<file path="src/hdl/acpm_pkg.sv">
package acpm_pkg;

  localparam int SAMPLE_BITS_DEF = 12;
  localparam int ACC_W           = 36;
  localparam int POWER_SHIFT     = 8;
  localparam int PWR_W           = ACC_W - POWER_SHIFT;
  localparam int CNT_W           = 12;
  localparam int HYST_W          = 8;
  localparam int LIM_W           = 11;
  localparam int CFG_ADDR_W      = 4;
  localparam int CFG_DATA_W      = 32;

  localparam logic [HYST_W-1:0] HYST_RST = 8'd10;
  localparam logic [LIM_W-1:0]  PMIN_RST = 11'd100;
  localparam logic [LIM_W-1:0]  WMIN_RST = 11'd240;
  localparam logic [LIM_W-1:0]  WMAX_RST = 11'd1200;

  typedef enum logic [1:0] {
    REG_HYST,
    REG_POL_MIN,
    REG_WIN_MIN,
    REG_WIN_MAX
  } reg_idx_e;

  typedef struct packed {
    logic [HYST_W-1:0] hyst;
    logic [LIM_W-1:0]  pol_min;
    logic [LIM_W-1:0]  win_min;
    logic [LIM_W-1:0]  win_max;
  } cfg_t;

  typedef struct packed {
    logic rise;
    logic fall;
  } pol_cond_t;

endpackage

</file>
<file path="src/hdl/acpm_regs.sv">
module acpm_regs (
  input  logic                              clk_i,
  input  logic                              rst_ni,
  input  logic                              psel,
  input  logic                              penable,
  input  logic                              pwrite,
  input  logic [acpm_pkg::CFG_ADDR_W-1:0]   paddr,
  input  logic [acpm_pkg::CFG_DATA_W-1:0]   pwdata,
  output logic [acpm_pkg::CFG_DATA_W-1:0]   prdata,
  output logic                              pready,
  output acpm_pkg::cfg_t                    cfg_o
);
  import acpm_pkg::*;

  cfg_t     cfg_q;
  reg_idx_e idx;
  logic     wr_en;

  assign idx    = reg_idx_e'(paddr[CFG_ADDR_W-1:2]);
  assign wr_en  = psel && penable && pwrite && pready;
  assign pready = 1'b1;
  assign cfg_o  = cfg_q;

  always_ff @(posedge clk_i or negedge rst_ni) begin
    if (!rst_ni) begin
      cfg_q.hyst    <= HYST_RST;
      cfg_q.pol_min <= PMIN_RST;
      cfg_q.win_min <= WMIN_RST;
      cfg_q.win_max <= WMAX_RST;
    end else if (wr_en) begin
      unique case (idx)
        REG_HYST:    cfg_q.hyst    <= pwdata[HYST_W-1:0];
        REG_POL_MIN: cfg_q.pol_min <= pwdata[LIM_W-1:0];
        REG_WIN_MIN: cfg_q.win_min <= pwdata[LIM_W-1:0];
        REG_WIN_MAX: cfg_q.win_max <= pwdata[LIM_W-1:0];
        default: ;
      endcase
    end
  end

  always_comb begin
    unique case (idx)
      REG_HYST:    prdata = CFG_DATA_W'(cfg_q.hyst);
      REG_POL_MIN: prdata = CFG_DATA_W'(cfg_q.pol_min);
      REG_WIN_MIN: prdata = CFG_DATA_W'(cfg_q.win_min);
      REG_WIN_MAX: prdata = CFG_DATA_W'(cfg_q.win_max);
      default:     prdata = '0;
    endcase
  end

endmodule

</file>
<file path="src/hdl/acpm_front.sv">
module acpm_front #(
  parameter int SAMPLE_BITS = acpm_pkg::SAMPLE_BITS_DEF
) (
  input  logic                       clk_i,
  input  logic                       rst_ni,
  input  logic                       in_valid_i,
  output logic                       in_ready_o,
  input  logic [SAMPLE_BITS-1:0]     line_i,
  input  logic [SAMPLE_BITS-1:0]     neut_i,
  input  logic [SAMPLE_BITS-1:0]     curr_i,
  input  acpm_pkg::cfg_t             cfg_i,
  input  logic                       take_i,
  output logic                       valid_o,
  output logic [2*SAMPLE_BITS-1:0]   volt_sq_o,
  output logic [2*SAMPLE_BITS-1:0]   curr_sq_o,
  output logic [2*SAMPLE_BITS-1:0]   power_o,
  output acpm_pkg::pol_cond_t        cond_o
);
  import acpm_pkg::*;

  localparam int PROD_W = 2 * SAMPLE_BITS;
  localparam int CMP_W  = SAMPLE_BITS + 1;

  logic                   valid_q;
  logic [PROD_W-1:0]      volt_sq_q, curr_sq_q, power_q;
  pol_cond_t              cond_q, cond_d;
  logic [SAMPLE_BITS-1:0] volt;
  logic [CMP_W-1:0]       line_x, neut_x, hyst_x;
  logic                   accept;

  assign in_ready_o = !valid_q || take_i;
  assign accept     = in_valid_i && in_ready_o;

  always_comb begin
    line_x      = CMP_W'(line_i);
    neut_x      = CMP_W'(neut_i);
    hyst_x      = CMP_W'(cfg_i.hyst);
    volt        = (line_i > neut_i) ? (line_i - neut_i) : (neut_i - line_i);
    cond_d.rise = line_x > (neut_x + hyst_x);
    cond_d.fall = neut_x > (line_x + hyst_x);
  end

  always_ff @(posedge clk_i or negedge rst_ni) begin
    if (!rst_ni) begin
      valid_q <= 1'b0;
    end else if (in_ready_o) begin
      valid_q <= in_valid_i;
    end
  end

  always_ff @(posedge clk_i) begin
    if (accept) begin
      volt_sq_q <= PROD_W'(volt) * PROD_W'(volt);
      curr_sq_q <= PROD_W'(curr_i) * PROD_W'(curr_i);
      power_q   <= PROD_W'(volt) * PROD_W'(curr_i);
      cond_q    <= cond_d;
    end
  end

  assign valid_o   = valid_q;
  assign volt_sq_o = volt_sq_q;
  assign curr_sq_o = curr_sq_q;
  assign power_o   = power_q;
  assign cond_o    = cond_q;

endmodule

</file>
<file path="src/hdl/acpm_accum.sv">
module acpm_accum #(
  parameter int SAMPLE_BITS = acpm_pkg::SAMPLE_BITS_DEF
) (
  input  logic                          clk_i,
  input  logic                          rst_ni,
  input  acpm_pkg::cfg_t                cfg_i,
  input  logic                          valid_i,
  output logic                          take_o,
  input  logic [2*SAMPLE_BITS-1:0]      volt_sq_i,
  input  logic [2*SAMPLE_BITS-1:0]      curr_sq_i,
  input  logic [2*SAMPLE_BITS-1:0]      power_i,
  input  acpm_pkg::pol_cond_t           cond_i,
  output logic                          out_valid_o,
  input  logic                          out_ready_i,
  output logic [acpm_pkg::ACC_W-1:0]    volt_sq_sum_o,
  output logic [acpm_pkg::ACC_W-1:0]    curr_sq_sum_o,
  output logic [acpm_pkg::PWR_W-1:0]    power_sum_o,
  output logic [acpm_pkg::CNT_W-1:0]    window_samples_o
);
  import acpm_pkg::*;

  localparam logic [CNT_W-1:0] CNT_LIMIT = CNT_W'(1 << (CNT_W - 1));

  logic             pol_q, pol_d;
  logic [ACC_W-1:0] vs_q, cs_q, pw_q;
  logic [ACC_W-1:0] vs_sum, cs_sum, pw_sum;
  logic [CNT_W-1:0] cnt_q, cnt_inc;
  logic             enough, flipped, close;
  logic             out_valid_q;
  logic [ACC_W-1:0] vs_out_q, cs_out_q;
  logic [PWR_W-1:0] pw_out_q;
  logic [CNT_W-1:0] cnt_out_q;
  logic             res_load;

  assign take_o   = valid_i && (!close || !out_valid_q || out_ready_i);
  assign res_load = take_o && close;

  always_comb begin
    enough = cnt_q > CNT_W'(cfg_i.pol_min);
    pol_d  = pol_q;
    if (!pol_q) begin
      if (cond_i.rise && enough) pol_d = 1'b1;
    end else begin
      if (cond_i.fall && enough) pol_d = 1'b0;
    end
    flipped = pol_d != pol_q;
    cnt_inc = cnt_q + 1'b1;
    vs_sum  = vs_q + ACC_W'(volt_sq_i);
    cs_sum  = cs_q + ACC_W'(curr_sq_i);
    pw_sum  = pw_q + ACC_W'(power_i);
    close   = (flipped && (cnt_inc > CNT_W'(cfg_i.win_min)))
              || (cnt_inc > CNT_W'(cfg_i.win_max));
  end

  always_ff @(posedge clk_i or negedge rst_ni) begin
    if (!rst_ni) begin
      pol_q <= 1'b0;
      vs_q  <= '0;
      cs_q  <= '0;
      pw_q  <= '0;
      cnt_q <= '0;
    end else if (take_o) begin
      pol_q <= pol_d;
      if (close) begin
        vs_q  <= '0;
        cs_q  <= '0;
        pw_q  <= '0;
        cnt_q <= '0;
      end else begin
        vs_q  <= vs_sum;
        cs_q  <= cs_sum;
        pw_q  <= pw_sum;
        cnt_q <= cnt_inc;
      end
    end
  end

  always_ff @(posedge clk_i or negedge rst_ni) begin
    if (!rst_ni) begin
      out_valid_q <= 1'b0;
    end else if (res_load) begin
      out_valid_q <= 1'b1;
    end else if (out_ready_i) begin
      out_valid_q <= 1'b0;
    end
  end

  always_ff @(posedge clk_i) begin
    if (res_load) begin
      vs_out_q  <= vs_sum;
      cs_out_q  <= cs_sum;
      pw_out_q  <= pw_sum[ACC_W-1:POWER_SHIFT];
      cnt_out_q <= cnt_inc;
    end
  end

  assign out_valid_o      = out_valid_q;
  assign volt_sq_sum_o    = vs_out_q;
  assign curr_sq_sum_o    = cs_out_q;
  assign power_sum_o      = pw_out_q;
  assign window_samples_o = cnt_out_q;

`ifndef ASSERT_OFF
  a_cnt_bounded: assert property (@(posedge clk_i) disable iff (!rst_ni)
    cnt_q < CNT_LIMIT)
    else $error("window count out of range");

  a_close_clears: assert property (@(posedge clk_i) disable iff (!rst_ni)
    res_load |=> (cnt_q == '0) && (vs_q == '0) && (pw_q == '0))
    else $error("accumulators not cleared after window close");

  a_result_nonempty: assert property (@(posedge clk_i) disable iff (!rst_ni)
    res_load |=> out_valid_q && (cnt_out_q != '0))
    else $error("empty window emitted");

  a_pol_hold: assert property (@(posedge clk_i) disable iff (!rst_ni)
    !take_o |=> $stable(pol_q) && $stable(cnt_q))
    else $error("state moved without a beat");
`endif

endmodule

</file>
<file path="src/hdl/ac_power_meter_accumulator_core.sv">
// rms and active power accumulator for one mains phase. each input beat carries line,
// neutral and current adc codes; one beat is taken every clock cycle while the
// accumulator stage takes beats. a beat passes a product register (|line-neutral|
// squared, current squared, their product, polarity compare against the hysteresis)
// and then the accumulator stage, which updates polarity, the three 36-bit sums and
// the count and, when the window closes, loads the result register that drives the
// output. the result register decouples the output: input beats keep flowing while a
// result waits, until a second closing beat reaches the accumulator stage. write the
// configuration registers only while no beat is in flight.
module ac_power_meter_accumulator_core #(
  parameter int SAMPLE_BITS = acpm_pkg::SAMPLE_BITS_DEF
) (
  input  logic                                       clk_i,
  input  logic                                       rst_ni,
  input  logic                                       s_axis_tvalid,
  output logic                                       s_axis_tready,
  // line_sample, neutral_sample, current_sample
  input  logic [((3*SAMPLE_BITS+7)/8)*8-1:0]          s_axis_tdata,
  output logic                                       m_axis_tvalid,
  input  logic                                       m_axis_tready,
  // volt_sq_sum, curr_sq_sum, power_sum, window_samples
  output logic [2*acpm_pkg::ACC_W+acpm_pkg::PWR_W+acpm_pkg::CNT_W-1:0] m_axis_tdata,
  input  logic                                       psel,
  input  logic                                       penable,
  input  logic                                       pwrite,
  input  logic [acpm_pkg::CFG_ADDR_W-1:0]            paddr,
  input  logic [acpm_pkg::CFG_DATA_W-1:0]            pwdata,
  output logic [acpm_pkg::CFG_DATA_W-1:0]            prdata,
  output logic                                       pready
);
  import acpm_pkg::*;

  localparam int PROD_W = 2 * SAMPLE_BITS;

  cfg_t              cfg;
  pol_cond_t         cond;
  logic              p_valid, take;
  logic [PROD_W-1:0] volt_sq, curr_sq, power;
  logic [ACC_W-1:0]  volt_sq_sum, curr_sq_sum;
  logic [PWR_W-1:0]  power_sum;
  logic [CNT_W-1:0]  window_samples;

  acpm_regs u_regs (
    .clk_i   (clk_i),
    .rst_ni  (rst_ni),
    .psel    (psel),
    .penable (penable),
    .pwrite  (pwrite),
    .paddr   (paddr),
    .pwdata  (pwdata),
    .prdata  (prdata),
    .pready  (pready),
    .cfg_o   (cfg)
  );

  acpm_front #(.SAMPLE_BITS(SAMPLE_BITS)) u_front (
    .clk_i      (clk_i),
    .rst_ni     (rst_ni),
    .in_valid_i (s_axis_tvalid),
    .in_ready_o (s_axis_tready),
    .line_i     (s_axis_tdata[SAMPLE_BITS-1:0]),
    .neut_i     (s_axis_tdata[2*SAMPLE_BITS-1:SAMPLE_BITS]),
    .curr_i     (s_axis_tdata[3*SAMPLE_BITS-1:2*SAMPLE_BITS]),
    .cfg_i      (cfg),
    .take_i     (take),
    .valid_o    (p_valid),
    .volt_sq_o  (volt_sq),
    .curr_sq_o  (curr_sq),
    .power_o    (power),
    .cond_o     (cond)
  );

  acpm_accum #(.SAMPLE_BITS(SAMPLE_BITS)) u_accum (
    .clk_i            (clk_i),
    .rst_ni           (rst_ni),
    .cfg_i            (cfg),
    .valid_i          (p_valid),
    .take_o           (take),
    .volt_sq_i        (volt_sq),
    .curr_sq_i        (curr_sq),
    .power_i          (power),
    .cond_i           (cond),
    .out_valid_o      (m_axis_tvalid),
    .out_ready_i      (m_axis_tready),
    .volt_sq_sum_o    (volt_sq_sum),
    .curr_sq_sum_o    (curr_sq_sum),
    .power_sum_o      (power_sum),
    .window_samples_o (window_samples)
  );

  assign m_axis_tdata = {window_samples, power_sum, curr_sq_sum, volt_sq_sum};

endmodule

</file>
<file path="config.mk">
export PLATFORM = sky130hd
export DESIGN_NAME = ac_power_meter_accumulator_core
export DESIGN_NICKNAME = d
export VERILOG_FILES = /design/src/hdl/acpm_pkg.sv /design/src/hdl/acpm_regs.sv /design/src/hdl/acpm_front.sv /design/src/hdl/acpm_accum.sv /design/src/hdl/ac_power_meter_accumulator_core.sv
export SDC_FILE = /design/constraint.sdc
export NUM_CORES = 1
export LEC_CHECK = 0
export ABC_AREA = 1
export BUFFER_PORTS_ARGS = -buffer_cell sky130_fd_sc_hd__buf_2
export CORE_MARGIN = 2
export CORE_UTILIZATION = 60
export DETAILED_ROUTE_END_ITERATION = 10
export PLACE_DENSITY = 0.8
export SYNTH_ARGS = -nofsm -noshare
export SYNTH_HDL_FRONTEND = slang
export SYNTH_SLANG_ARGS = --single-unit
</file>
<file path="constraint.sdc">
create_clock -name clk_i -period 6.49 [get_ports clk_i]
set_input_delay 0.3245 -clock clk_i [delete_from_list [all_inputs] [get_ports clk_i]]
set_output_delay 0.3245 -clock clk_i [all_outputs]
set_load 0.1 [all_outputs]
</file>
==> results of run 1 <==
[per-layer routing]
layer	routed length, um	global-route usage, %
met1	34800	38.7
met3	5250	4.04
met2	35900	46.3
met5	0	0
met4	2050	7.58
[sequential cells by signal (all words and copies together), names as in the netlist, 24 cells and up]
signal,cells
u_accum.cs_q,36
u_accum.curr_sq_sum_o,36
u_accum.power_sum_o,28
u_accum.pw_q,36
u_accum.volt_sq_sum_o,36
u_accum.vs_q,36
u_front.power_o,24
u_regs.cfg_o,41
[worst min-delay path, stage by stage]
cell and delay (ns):
buf_2 0.09, inv_1 0.07, o21ai_0 0.09
[cell families after synthesis]
kind of cell,count (synthesis),share of synthesized area (%)
buf+inv,807,9.82
other cells,2,0.0227
flops,348,29.1
simple gates,1592,19.2
compound gates,476,7.79
xor+xnor,192,5.10
fa+ha+maj,608,28.9
[timing repair]
action                                  4_1_cts  5_1_grt
gates resized for setup                       0       12
hold endpoints to repair                     53        0
endpoints found under the setup margin        0        6
buffers inserted                              0        1
hold buffers                                  1        0
[metrics by stage]
step | TNS, ns | util [%]
finish | 0 | 66.6
global route | 0 | 66.6
CTS | 0 | 66.6
detailed placement | -0.808 | 64.4
global placement | -0.124 | 64.4
floorplan | 0 | -
[cell usage after synthesis (all sizes together), types with 5 or more instances]
library cell	instances
a31oi	8
dfstp	13
clkbuf	40
o21ai	173
nand3b	5
nor4	10
inv	697
o31ai	7
xnor2	62
o2111ai	8
nor2	342
o211ai	12
a21oi	233
nand3	95
nand2	1059
xor2	130
buf	68
a21o	7
nor3	32
ha	347
fa	261
a21boi	5
nand4	33
or2	10
o21bai	10
dfrtp	151
edfxtp	184
[final cells by class]
type                            instances  area share, %
Clock inverter                         17          0.554
Sequential cell                       348           26.4
Tap cell                              704           2.41
Multi-Input combinational cell       2890           55.5
Clock buffer                           47           2.72
Timing Repair Buffer                  305           5.22
Inverter                              699           7.18
[final timing paths]
| kind | startpoint | to | slack (ns) | depth (start not counted) |
|---|---|---|---|---|
| hold reg to reg | u_accum.cs_q[18] | u_accum.cs_q[18] | 0.48 | 2 |
| hold / removal | pwdata[9] | u_regs.cfg_o[20] | 0.09 | 3 |
| min in group asynchronous | rst_ni | u_accum.vs_q[9] | 0.32 | 2 |
| setup / recovery | s_axis_tdata[3] | u_front.power_o[21] | 0.42 | 27 |
| setup reg to reg | u_accum.cnt_q[0] | u_front.volt_sq_o[4] | 1.80 | 18 |
| max in group asynchronous | rst_ni | u_regs.cfg_o[29] | 4.87 | 3 |
==> qor.txt, run 1 <==
EDFF count, synth - 184
Pre-CTS WS - -0.174 ns
Share of the synthesized area in the top cell type - 16.7%
Rel. slew slack - 25.7%
TritonRoute pass-1 iters - 5
PnR worst setup slack - 0.418 ns
Yosys top cell by area - edfxtp_1
Vias per cell - 5.39
Status - finished clean
Die area - 57100 um^2
Layout area overhead - 10.5%
Final hold violations - 0
Clk_lat worst skew - 0.54 ns
Starting Density - 60.3%
IO buf count - 180
Period minus WS final - 6.07 ns
Cell Area, Synth - 33100 um^2
IO Pins - 230
First-pass GRT wire length - 130000 um
Core Area - 54900 um^2
Vias post-DR - 27000
Period utilisation layout - 93.6%
CP max FO - 13
Placed instance count - 4944
Final Cell Area - 36600 um^2
Most frequent CP cell - fa_1
Worst path top cell family by delay - adder cells
CTS tree - done
Flops & latches, synth - 348
Filler instances - 4419
Primary FF master, synth - edfxtp_1
# DRC - 0
Initial antenna violation count - 0
Final setup vio count - 0
Commonest non-fill, non-tap cell in the layout - nand2_1
Grt ovf - 0
Tightest Pin Transition - 1.11 ns
Net count, final - 4971
Most frequent cells in the layout - 1053 x nand2_1, 687 x inv_1, 346 x ha_1
Gpl congestion - 0.946
Max_cap viols - 0
Cell Area, Placed - 35300 um^2
RSZ-0062 raised after global routing - no
Worst Skew - 0.0302 ns
WHS - 0.0867 ns
Fraction of layout cells with a size suffix above 1 - 9.54%
CTS clk-pin slew, worst paths - 0.07 ns
Warnings, synthesis - 0
CP max stage delay - 0.55 ns
CP endpoint kind - flop
Sequential-to-total area share from yosys stat - 29.1%
Max-slew violations - 0
Setup CP Type - in2reg
Number of DRC markers in iteration 0 - 1856
Hold Path Class - in2reg
Required time of the critical path - 6.76 ns
H-tree depth - 2
Total track usage - 28.0%
Clock Sinks - 348
Reg area - 9650 um^2
Detail Route Antenna Nets - 0
Num CTS Buffers - 36
Clock Path Buffers - 3
Largest net degree at the start of global routing - 90
Root Driver - clkbuf_16
Unique masters post-synth - 55
Row cnt - 86
Drt wl/cell - 15.6 um
Post-Syn Instances - 4025
Antenna cells - 0
CP Buf/Inv Count - 5
DP Wirelength - 62000 um
Routed WL - 78100 um
Crit-path slowest cell - fa_1
Top post-synthesis cells by area - edfxtp_1 17%, fa_1 16%, ha_1 13%
Asr flop ratio synth - 47.1%
Die width - 239 um
Number of global-route vias before repair - 26800
Multi-input gate area - 20300 um^2
Die height - 239 um
Critical path arrival - 6.34 ns
Crit start category - input port
Mean post-synth cell area - 8.23 um^2
Max Freq - 165 MHz
Final cell count without fillers - 5010
Power of run 1 is not shown: default switching activity piles up to over one toggle a cycle in this logic, so the estimate is an artifact.
==> inputs of run 2 (changes only) <==
--- a/config.mk
+++ b/config.mk
@@ -10,7 +10,7 @@
 export CORE_MARGIN = 2
 export CORE_UTILIZATION = 60
 export DETAILED_ROUTE_END_ITERATION = 10
-export PLACE_DENSITY = 0.8
+export PLACE_DENSITY = 0.85
 export SYNTH_ARGS = -nofsm -noshare
 export SYNTH_HDL_FRONTEND = slang
 export SYNTH_SLANG_ARGS = --single-unit
==> run 2 against run 1 <==
Net effect: sequential cell count is the same; wire length grew 1.9%; sequential share of layout area grew 0.054 points; worst hold slack lost 0.00092 ns; first-iteration DRC count grew 14%; global-route usage is essentially flat; clock-buffer cell count shrank 5; setup slack lost 0.020 ns; clock skew shrank 0.0062 ns; register-to-register slack is essentially flat; die area is the same; maximum frequency shrank 0.34%.
==> qor.txt, run 2 (same netlist as run 1, synthesis figures left out) <==
Total track usage - 28.0%
Tightest Pin Transition - 1.08 ns
Row cnt - 86
Pre-CTS WS - -0.233 ns
Hold depth - 3
CP Buf/Inv Count - 11
Critical Path Stages - 32
Filler instances - 4255
PnR worst setup slack - 0.398 ns
Drt wl/cell - 15.9 um
Detail Route Antenna Nets - 0
Crit start category - input port
R2R depth - 18
Most frequent CP cell - inv_1
H-tree depth - 2
Clock Path Buffers - 3
Grt ovf - 0
Most frequent cells in the layout - 1053 x nand2_1, 687 x inv_1, 347 x ha_1
Clk_lat worst skew - 0.55 ns
Fraction of layout cells with a size suffix above 1 - 9.35%
TNS Setup - 0 ns
Required time of the critical path - 6.77 ns
Max_cap viols - 0
Die area - 57100 um^2
Vias post-DR - 27200
Largest register FFs - 41
Max Freq - 164 MHz
Setup CP Type - in2reg
Period minus WS final - 6.09 ns
Die width - 239 um
Core Area - 54900 um^2
RSZ-0062 raised after global routing - yes
Hold Path Class - in2reg
Period utilisation layout - 93.9%
# DRC - 0
Net count, final - 4962
Worst Skew - 0.0240 ns
Starting Density - 60.3%
Routed WL - 79500 um
Critical path arrival - 6.37 ns
Num CTS Buffers - 36
CP max stage delay - 0.52 ns
Antenna cells - 0
TritonRoute pass-1 iters - 6
Crit-path slowest cell - fa_1
CP endpoint kind - flop
Worst path top cell family by delay - adder cells
Layout area overhead - 10.2%
Vias per cell - 5.44
Status - finished clean
Crit path from - s_axis_tdata[0]
Largest net degree at the start of global routing - 94
Commonest non-fill, non-tap cell in the layout - nand2_1
IO Pins - 230
Max-slew violations - 0
IO buf count - 180
Number of DRC markers in iteration 0 - 2119
CTS clk-pin slew, worst paths - 0.07 ns
Die height - 239 um
Final hold violations - 0
CTS tree - done
Reg-to-Reg Start - u_accum.cnt_q[0]
Final setup vio count - 0
First-pass GRT wire length - 130000 um
Number of global-route vias before repair - 27000
Hold_sp - pwdata[8]
Rel. slew slack - 28.2%
DP Wirelength - 63000 um
CP max FO - 10
Clock Sinks - 348
Gpl congestion - 0.930
Root Driver - clkbuf_16
Initial antenna violation count - 1
==> run 2: cell types whose count changed in the layout (fill, tap and decap cells not counted), sizes merged <==
cell / delta
clkinvlp: +4
clkbuf: -5
inv: +3
buf: -9
==> run 2: area by class of cell <==
cell class                      count  area [um^2]  area share [%]
Clock buffer                       42          955            2.62
Multi-Input combinational cell   2890        20300            55.6
Tap cell                          704          881            2.41
Inverter                          699         2630            7.21
Timing Repair Buffer              296         1830            5.02
Sequential cell                   348         9650            26.4
Clock inverter                     24          259           0.710
==> run 2: timing repair <==
action / in CTS / in global routing
setup endpoints to repair: 0 / 12
resized for setup: 0 / 9
hold endpoints to repair: 72 / 0
hold buffers: 1 / 0
buffers inserted: 0 / 3
==> run 2: metrics by stage <==
step,cell area (um^2),utilization (%),instances,hold slack [ns]
5_1_grt,36500,66.5,5003,0.0863
3_5_place_dp,35200,64.2,4933,0.394
2_1_floorplan,33200,-,4045,0.0289
3_3_place_gp,35200,64.2,4933,0.389
4_1_cts,36500,66.4,5000,0.0753
6_report,36500,66.5,5003,0.0857
==> run 2: per-layer routing <==
metal,track usage [%],wire length (um)
met1,37.9,33800
met2,46.9,37400
met3,4.18,6100
met4,8.52,2270
met5,0,9
==> run 2: final timing paths <==
path	to	slack (ns)
worst max-delay path	u_front.volt_sq_o[21]	0.40
worst min-delay path	u_regs.cfg_o[8]	0.09
worst max register to register	u_front.curr_sq_o[6]	1.80
worst min register to register	u_accum.pw_q[3]	0.48
max in group asynchronous	u_accum.cs_q[1]	4.77
min in group asynchronous	u_regs.cfg_o[8]	0.38
==> run 2: worst register-to-register path, cell delays in order, from the launching register on <==
cell and delay, ns:
dfrtp_1 0.47, inv_1 0.19, nor2_4 0.18, nand2_1 0.11
xnor2_1 0.58, ha_1 0.38, a21oi_1 0.18, o21a_1 0.15
nand2_1 0.05, nand2_1 0.05, nand2_1 0.04, nand2_1 0.05
nand2_1 0.05, nand3_1 0.12, nand2_4 0.13, nand3_1 0.23
nand2_1 0.20, inv_2 0.57, buf_4 0.56
Power of run 2 is left out for the same reason.
